[src/design/psrb_pkg.sv]
`default_nettype none

package psrb_pkg;

	localparam int unsigned SPOOL_DEPTH_DEF = 64;

	localparam logic [7:0] READY_BYTE = 8'hFF;

	localparam logic [1:0] KIND_READ  = 2'd0;
	localparam logic [1:0] KIND_WRITE = 2'd1;
	localparam logic [1:0] KIND_DRAIN = 2'd2;
	localparam logic [1:0] KIND_CLEAR = 2'd3;

	localparam logic [3:0] OFF_DATA_A = 4'd0;
	localparam logic [3:0] OFF_DATA_B = 4'd1;

	typedef struct packed {
		logic latch_in;
		logic exec;
		logic calc_abs;
		logic calc_start;
		logic start_read;
		logic next_read;
		logic load_out;
		logic out_byte;
	} psrb_cmd_t;

	typedef struct packed {
		logic empty;
		logic last_byte;
		logic out_free;
	} psrb_stat_t;

endpackage

`default_nettype wire

[src/design/psrb_ctrl.sv]
`default_nettype none

module psrb_ctrl
	import psrb_pkg::*;
(
	input  wire logic       clk,
	input  wire logic       arst_n,
	input  wire logic       in_valid,
	output logic            in_stall,
	input  wire logic [1:0] kind,
	input  wire psrb_stat_t stat,
	output psrb_cmd_t       cmd
);

	localparam logic [2:0] S_IDLE  = 3'd0;
	localparam logic [2:0] S_EXEC  = 3'd1;
	localparam logic [2:0] S_ABS   = 3'd2;
	localparam logic [2:0] S_START = 3'd3;
	localparam logic [2:0] S_FETCH = 3'd4;
	localparam logic [2:0] S_SEND  = 3'd5;

	logic [2:0] state_q;
	logic [2:0] state_nx;

	assign in_stall = (state_q != S_IDLE);

	always_comb begin
		state_nx = state_q;
		cmd      = '0;
		case (state_q)
			S_IDLE: begin
				if (in_valid) begin
					cmd.latch_in = 1'b1;
					state_nx     = (kind == KIND_DRAIN) ? S_ABS : S_EXEC;
				end
			end
			S_EXEC: begin
				if (stat.out_free) begin
					cmd.exec     = 1'b1;
					cmd.load_out = 1'b1;
					state_nx     = S_IDLE;
				end
			end
			S_ABS: begin
				cmd.calc_abs = 1'b1;
				state_nx     = S_START;
			end
			S_START: begin
				cmd.calc_start = 1'b1;
				state_nx       = S_FETCH;
			end
			S_FETCH: begin
				if (stat.empty) begin
					state_nx = S_EXEC;
				end else begin
					cmd.start_read = 1'b1;
					state_nx       = S_SEND;
				end
			end
			S_SEND: begin
				if (stat.out_free) begin
					cmd.load_out = 1'b1;
					cmd.out_byte = 1'b1;
					if (stat.last_byte) begin
						state_nx = S_IDLE;
					end else begin
						cmd.next_read = 1'b1;
					end
				end
			end
			default: begin
				state_nx = S_IDLE;
			end
		endcase
	end

	always_ff @(posedge clk or negedge arst_n) begin
		if (!arst_n) begin
			state_q <= S_IDLE;
		end else begin
			state_q <= state_nx;
		end
	end

`ifndef SYNTHESIS
	a_load_needs_free: assert property (@(posedge clk) disable iff (!arst_n)
		cmd.load_out |-> stat.out_free)
		else $error("result loaded while the output register is occupied");

	a_accept_leaves_idle: assert property (@(posedge clk) disable iff (!arst_n)
		(in_valid && !in_stall) |=> (state_q != S_IDLE))
		else $error("controller idle after accepting a transaction");

	a_single_action: assert property (@(posedge clk) disable iff (!arst_n)
		$onehot0({cmd.exec, cmd.calc_abs, cmd.calc_start, cmd.start_read, cmd.latch_in}))
		else $error("conflicting datapath commands");
`endif

endmodule

`default_nettype wire

[src/design/psrb_dp.sv]
`default_nettype none

module psrb_dp
	import psrb_pkg::*;
#(
	parameter int unsigned SPOOL_DEPTH = SPOOL_DEPTH_DEF
) (
	input  wire logic        clk,
	input  wire logic        arst_n,
	input  wire psrb_cmd_t   cmd,
	output psrb_stat_t       stat,
	input  wire logic [1:0]  kind,
	input  wire logic [3:0]  offset,
	input  wire logic [7:0]  wdata,
	input  wire logic [31:0] cursor,
	output logic             out_valid,
	input  wire logic        out_stall,
	output logic [7:0]       byte_out,
	output logic             byte_valid,
	output logic             last,
	output logic [31:0]      total_count,
	output logic             truncated
);

	localparam int unsigned PTR_W = $clog2(SPOOL_DEPTH);
	localparam int unsigned CNT_W = $clog2(SPOOL_DEPTH + 1);
	localparam logic [PTR_W:0]   DEPTH_P = (PTR_W + 1)'(SPOOL_DEPTH);
	localparam logic [CNT_W-1:0] DEPTH_C = CNT_W'(SPOOL_DEPTH);

	function automatic logic [PTR_W-1:0] ring_wrap(input logic [PTR_W:0] s);
		logic [PTR_W:0] t;
		t = s - DEPTH_P;
		if (s >= DEPTH_P) begin
			ring_wrap = t[PTR_W-1:0];
		end else begin
			ring_wrap = s[PTR_W-1:0];
		end
	endfunction

	logic [7:0] mem [SPOOL_DEPTH];

	logic [1:0]       kind_q;
	logic [3:0]       offset_q;
	logic [7:0]       wdata_q;
	logic [31:0]      cursor_q;
	logic [31:0]      base_q;
	logic [31:0]      total_q;
	logic [PTR_W-1:0] head_q;
	logic [CNT_W-1:0] fill_q;
	logic [31:0]      abs_q;
	logic [CNT_W-1:0] start_q;
	logic [PTR_W-1:0] pos_q;
	logic [CNT_W-1:0] cnt_q;
	logic [7:0]       rd_q;

	logic             out_valid_q;
	logic [7:0]       byte_q;
	logic             bvalid_q;
	logic             last_q;
	logic [31:0]      total_out_q;
	logic             trunc_q;

	logic [31:0]      base_nx;
	logic [31:0]      total_nx;
	logic [PTR_W-1:0] head_nx;
	logic [CNT_W-1:0] fill_nx;
	logic             spool_we;
	logic             full;
	logic [PTR_W-1:0] wr_addr;
	logic [PTR_W-1:0] pos_start;
	logic [PTR_W-1:0] rd_addr;
	logic             rd_en;
	logic [31:0]      diff;

	assign full      = (fill_q == DEPTH_C);
	assign wr_addr   = full ? head_q : ring_wrap({1'b0, head_q} + {1'b0, fill_q[PTR_W-1:0]});
	assign pos_start = ring_wrap({1'b0, head_q} + {1'b0, start_q[PTR_W-1:0]});
	assign rd_addr   = cmd.start_read ? pos_start : pos_q;
	assign rd_en     = cmd.start_read | cmd.next_read;
	assign diff      = abs_q - base_q;

	assign stat.empty     = (start_q == fill_q);
	assign stat.last_byte = (cnt_q == CNT_W'(1));
	assign stat.out_free  = !out_valid_q || !out_stall;

	always_comb begin
		base_nx  = base_q;
		total_nx = total_q;
		head_nx  = head_q;
		fill_nx  = fill_q;
		spool_we = 1'b0;
		if (cmd.exec) begin
			case (kind_q)
				KIND_WRITE: begin
					if (offset_q inside {OFF_DATA_A, OFF_DATA_B}) begin
						spool_we = 1'b1;
						total_nx = total_q + 32'd1;
						if (full) begin
							base_nx = base_q + 32'd1;
							head_nx = ring_wrap({1'b0, head_q} + (PTR_W + 1)'(1));
						end else begin
							fill_nx = fill_q + CNT_W'(1);
						end
					end
				end
				KIND_CLEAR: begin
					base_nx  = '0;
					total_nx = '0;
					head_nx  = '0;
					fill_nx  = '0;
				end
				default: begin
				end
			endcase
		end
	end

	always_ff @(posedge clk) begin
		if (spool_we) begin
			mem[wr_addr] <= wdata_q;
		end
		if (rd_en) begin
			rd_q <= mem[rd_addr];
		end
	end

	always_ff @(posedge clk) begin
		if (cmd.latch_in) begin
			kind_q   <= kind;
			offset_q <= offset;
			wdata_q  <= wdata;
			cursor_q <= cursor;
		end
		if (cmd.calc_abs) begin
			if (cursor_q > total_q) begin
				abs_q <= base_q;
			end else begin
				abs_q <= (cursor_q > base_q) ? cursor_q : base_q;
			end
		end
		if (cmd.calc_start) begin
			start_q <= (diff > 32'(fill_q)) ? fill_q : diff[CNT_W-1:0];
		end
		if (cmd.start_read) begin
			pos_q <= ring_wrap({1'b0, pos_start} + (PTR_W + 1)'(1));
			cnt_q <= fill_q - start_q;
		end else if (cmd.next_read) begin
			pos_q <= ring_wrap({1'b0, pos_q} + (PTR_W + 1)'(1));
			cnt_q <= cnt_q - CNT_W'(1);
		end
		if (cmd.load_out) begin
			byte_q      <= cmd.out_byte ? rd_q : 8'd0;
			bvalid_q    <= cmd.out_byte;
			last_q      <= cmd.out_byte ? (cnt_q == CNT_W'(1)) : 1'b1;
			total_out_q <= total_nx;
			trunc_q     <= (base_nx != 32'd0);
		end
	end

	always_ff @(posedge clk or negedge arst_n) begin
		if (!arst_n) begin
			base_q      <= '0;
			total_q     <= '0;
			head_q      <= '0;
			fill_q      <= '0;
			out_valid_q <= 1'b0;
		end else begin
			base_q  <= base_nx;
			total_q <= total_nx;
			head_q  <= head_nx;
			fill_q  <= fill_nx;
			if (cmd.load_out) begin
				out_valid_q <= 1'b1;
			end else if (!out_stall) begin
				out_valid_q <= 1'b0;
			end
		end
	end

	assign out_valid   = out_valid_q;
	assign byte_out    = byte_q;
	assign byte_valid  = bvalid_q;
	assign last        = last_q;
	assign total_count = total_out_q;
	assign truncated   = trunc_q;

`ifndef SYNTHESIS
	a_fill_bound: assert property (@(posedge clk) disable iff (!arst_n)
		fill_q <= DEPTH_C)
		else $error("spool fill level beyond its depth");

	a_fill_matches_counters: assert property (@(posedge clk) disable iff (!arst_n)
		(total_q - base_q) == 32'(fill_q))
		else $error("fill level disagrees with the index counters");

	a_next_read_remaining: assert property (@(posedge clk) disable iff (!arst_n)
		cmd.next_read |-> (cnt_q > CNT_W'(1)))
		else $error("spool read past the newest byte");
`endif

endmodule

`default_nettype wire

[src/design/printer_spool_ring_buffer_core.sv]
`default_nettype none

// Printer port capture spool: bus writes to offset 0 or 1 append their byte to a ring of
// SPOOL_DEPTH bytes, evicting the oldest byte once the ring is full, and a bus read always
// answers 0xFF. A read, write or clear transaction is accepted while the controller is idle and
// its single result is loaded into the output register on the next cycle in which that register
// is free. A drain works out its starting point in three steps (cursor against the counters,
// offset into the ring, first memory read) and then streams one byte per cycle, paced by the
// registered read of the spool memory and by stalls on the output, or gives one result with no
// byte when nothing is left to send. No new transaction is accepted until the final result of
// the last one has been loaded. A spool entry is only ever read after it has been written since
// the last clear, so the memory needs no clearing after reset.
module printer_spool_ring_buffer_core
	import psrb_pkg::*;
#(
	parameter int unsigned SPOOL_DEPTH = SPOOL_DEPTH_DEF
) (
	input  wire logic        clk,
	input  wire logic        arst_n,
	input  wire logic        in_valid,
	output logic             in_stall,
	input  wire logic [1:0]  kind,
	input  wire logic [3:0]  offset,
	input  wire logic [7:0]  wdata,
	input  wire logic [31:0] cursor,
	output logic             out_valid,
	input  wire logic        out_stall,
	output logic [7:0]       rdata,
	output logic [7:0]       byte_out,
	output logic             byte_valid,
	output logic             last,
	output logic [31:0]      total_count,
	output logic             truncated
);

	psrb_cmd_t  cmd;
	psrb_stat_t stat;

	assign rdata = READY_BYTE;

	psrb_ctrl u_ctrl (
		.clk      (clk),
		.arst_n   (arst_n),
		.in_valid (in_valid),
		.in_stall (in_stall),
		.kind     (kind),
		.stat     (stat),
		.cmd      (cmd)
	);

	psrb_dp #(
		.SPOOL_DEPTH (SPOOL_DEPTH)
	) u_dp (
		.clk         (clk),
		.arst_n      (arst_n),
		.cmd         (cmd),
		.stat        (stat),
		.kind        (kind),
		.offset      (offset),
		.wdata       (wdata),
		.cursor      (cursor),
		.out_valid   (out_valid),
		.out_stall   (out_stall),
		.byte_out    (byte_out),
		.byte_valid  (byte_valid),
		.last        (last),
		.total_count (total_count),
		.truncated   (truncated)
	);

endmodule

`default_nettype wire

[config.mk]
export PLATFORM = sky130hd
export DESIGN_NAME = printer_spool_ring_buffer_core
export DESIGN_NICKNAME = d
export VERILOG_FILES = /design/src/design/psrb_pkg.sv /design/src/design/psrb_ctrl.sv /design/src/design/psrb_dp.sv /design/src/design/printer_spool_ring_buffer_core.sv
export SDC_FILE = /design/constraint.sdc
export NUM_CORES = 1
export LEC_CHECK = 0
export BUFFER_PORTS_ARGS = -buffer_cell sky130_fd_sc_hd__buf_2
export CAP_MARGIN = 0
export CORE_MARGIN = 3
export CORE_UTILIZATION = 32
export DETAILED_ROUTE_END_ITERATION = 8
export PLACE_DENSITY = 0.5
export REMOVE_ABC_BUFFERS = 1
export SLEW_MARGIN = 20
export SYNTH_ARGS = -nofsm -noshare
export SYNTH_HDL_FRONTEND = slang
export SYNTH_SLANG_ARGS = --single-unit
[constraint.sdc]
create_clock -name clk -period 4 [get_ports clk]
set_clock_uncertainty 0.05 [all_clocks]
set_input_delay 0 -clock clk [delete_from_list [all_inputs] [get_ports clk]]
set_output_delay 0 -clock clk [all_outputs]
set_load 0.01 [all_outputs]
==> flow_summary.ini <==
[run_status]
status = finished clean

[detailed_routing]
dr.pass1.iters = 5
drcViolationCount = 0
ant_nets = 0
wl_mm = 98.8
detail_route.vias_per_cell = 5.04
post_drt_wl_per_cell_um = 20.9
vias = 23900
first_iter_violations = 1980

[setup_path]
crit_fanout = 7
cp-end-kind = register
cp-start-kind = register
critPathRequiredTime_ns = 4.31
regToRegSetupSlack_ns = 0.11
crit_arrival_ns = 4.20
critPathKind = reg -> reg

[timing]
tns_ns = 0
period_minus_slack_ns = 3.89
max-slew-margin-rel_pct = 34.0
rsz0062_at_grt = true
finalCritPeriodShare_pct = 97.2
setup_violations = 0
fmax_ghz = 0.257
tightest_slew_ns = 0.990
maxSlewViolCount = 0
hold_violations = 0

[clock_network]
cts_num_sinks = 741
clock_latency_ns = 0.65
cts_tree = yes
cts_htree_levels = 3
clockBufferDepth = 3
clk_pin_slew_ns = 0.06
cts_root_buffer = clkbuf_16
cts_made_buffers = 82

[final_layout]
final_common_cell = edfxtp_1
layout_common_cells = 660 x edfxtp_1, 605 x nand2_1, 231 x buf_4
drive_gt1_share_pct = 17.0
final_area_mm2 = 0.0416
fin_util_pct = 39.2
area_growth_pct = 20.5
final_nets = 3460
n_antenna_cell = 0

[die]
core-area_mm2 = 0.106
fp.dieW_um = 334
initial_utilization_pct = 32.5
die-area_mm2 = 0.112
die_h_um = 334
num_rows = 119
io_pins = 103

[synth]
yosysUniqueCellTypes = 80
synth_edf_count = 660
ys_seq_area_share_pct = 63.3
async_reset_ff_share_pct = 10.9
synth_area_mm2 = 0.0345
avgSynthCellArea_um2 = 11.8
synth_cells = 2932
ys.flop_type = edfxtp_1
ys.warnings.count = 0
ys_ff_latch = 741

[place]
dp_hpwl_mm = 64.3
dpl_cell_area_mm2 = 0.0381
portBuffers = 93
routabilityCongestion = 0.842

[global_route]
grt_antenna_before_repair = 3
grt_pass1_vias = 23500
grt_max_degree = 70
grt_pass1_wl_mm = 148
grt_remaining_overflow = 0
gr-usage-all-layers_pct = 17.3

[power]
p_leak_uw = 0.0155
pwr_density_cell_mw_per_mm2 = 609
total_power_uw = 25400
ir_worst_vdd_v = 0.000326

[flow_run]
drv_cap = 0

[min_path]
hold_class = in -> async
metal layers:
layer	up-vias	track usage [%]	wire, µm
met1	11700	24.5	45900
li1	11400	-	-
met3	150	3.64	6000
met5	-	0	11
met2	636	26.8	44300
met4	2	5.18	2660
sequential cells by signal, indices dropped and copies added (netlist names), 8 cells and up:
register and cells:
u_dp.mem 512, u_dp.wdata_q 8, u_dp.total_count 32, u_dp.base_q 32, u_dp.total_q 32, u_dp.abs_q 32
u_dp.cursor_q 32, u_dp.rd_q 8, u_dp.byte_out 8
Yosys cell counts, types with 41 or more instances:
| cell | instances | area, µm² |
|---|---|---|
| a311oi_1 | 64 | 561 |
| ha_1 | 126 | 1580 |
| dfrtp_1 | 81 | 2030 |
| nand4_1 | 46 | 288 |
| nor3_1 | 49 | 245 |
| buf_2 | 50 | 250 |
| o21ai_0 | 47 | 235 |
| inv_1 | 97 | 364 |
| a21oi_1 | 121 | 606 |
| nor2_1 | 187 | 702 |
| nand2_1 | 605 | 2270 |
| a31oi_1 | 41 | 257 |
| xnor2_1 | 88 | 771 |
| edfxtp_1 | 660 | 19800 |
| clkbuf_1 | 56 | 210 |
| and3_1 | 75 | 469 |
| nand3_1 | 172 | 861 |
kinds of logic (layout without fill, tap and decap cells):
| group | Yosys count | after routing | synth area share [%] |
|---|---|---|---|
| buffers and inverters | 250 | 653 | 3.43 |
| xor gates and xnor gates | 111 | 111 | 2.84 |
| adders and majority gates | 130 | 130 | 4.80 |
| AOI/OAI and AO/OA | 387 | 387 | 7.40 |
| other | 1 | 8 | 0.0109 |
| muxes | 53 | 54 | 1.70 |
| DFF | 741 | 741 | 63.3 |
| and+or+nand+nor | 1259 | 1259 | 16.5 |
worst max-delay path: stages, from the launching register on:
cell	delay (ns)
edfxtp_1	0.37
inv_2	0.08
ha_4	0.13
inv_2	0.04
fa_2	0.37
a21oi_2	0.17
buf_4	0.15
o21ai_0	0.11
a31oi_1	0.32
o211ai_1	0.27
a21oi_1	0.22
xnor2_1	0.09
a2111oi_2	0.41
buf_4	0.20
nand4_2	0.15
buf_6	0.19
mux2_4	0.29
cell type report:
class                   count  area [µm²]
clock buffers             103        2250
inverters                  98         373
clock inverters            44         323
multi-input cells        1949       11800
well taps                1391        1740
flip-flops and latches    741       21800
fillers                 10200       64600
repair buffers            408        3270
power by group:
group,switching (µW),internal (µW)
Combinational,5260,3080
Clock,3120,4170
Sequential,375,9350
per-stage QoR:
step	worst slack, ns	std cells	hold slack [ns]
after floorplan	-5.89	2787	-0.346
final	0.111	4734	0.0182
after CTS	0.0184	4725	0.00120
after global placement	-0.190	4512	0.128
after detailed placement	-0.297	4512	0.128
after global routing	-0.131	4734	0.0223
what timing repair did:
| action | CTS | global route |
|---|---|---|
| hold endpoints to repair | 121 | 0 |
| setup buffers | 2 | 7 |
| pin swaps | 4 | 20 |
| setup endpoints to repair | 9 | 25 |
| hold buffers | 64 | 0 |
| gates resized for setup | 5 | 40 |
| gates cloned | 0 | 2 |
path summary, 6_finish.rpt:
path / cells past startpoint / start / to
worst max register to register: 16 / u_dp.abs_q[0]$_DFFE_PP_ / u_dp.start_q[2]$_DFFE_PP_
max in group asynchronous: 3 / arst_n / u_ctrl.state_q[2]$_DFFE_PN0P_
worst max-delay path: 16 / u_dp.abs_q[0]$_DFFE_PP_ / u_dp.start_q[2]$_DFFE_PP_
worst min-delay path: 2 / arst_n / u_dp.total_q[31]$_DFF_PN0_
min in group clk: 2 / cursor[8] / u_dp.cursor_q[8]$_DFFE_PP_
worst min register to register: 2 / u_dp.total_q[21]$_DFF_PN0_ / u_dp.total_q[21]$_DFF_PN0_
Note: power is estimated with default switching activity, not from simulation.
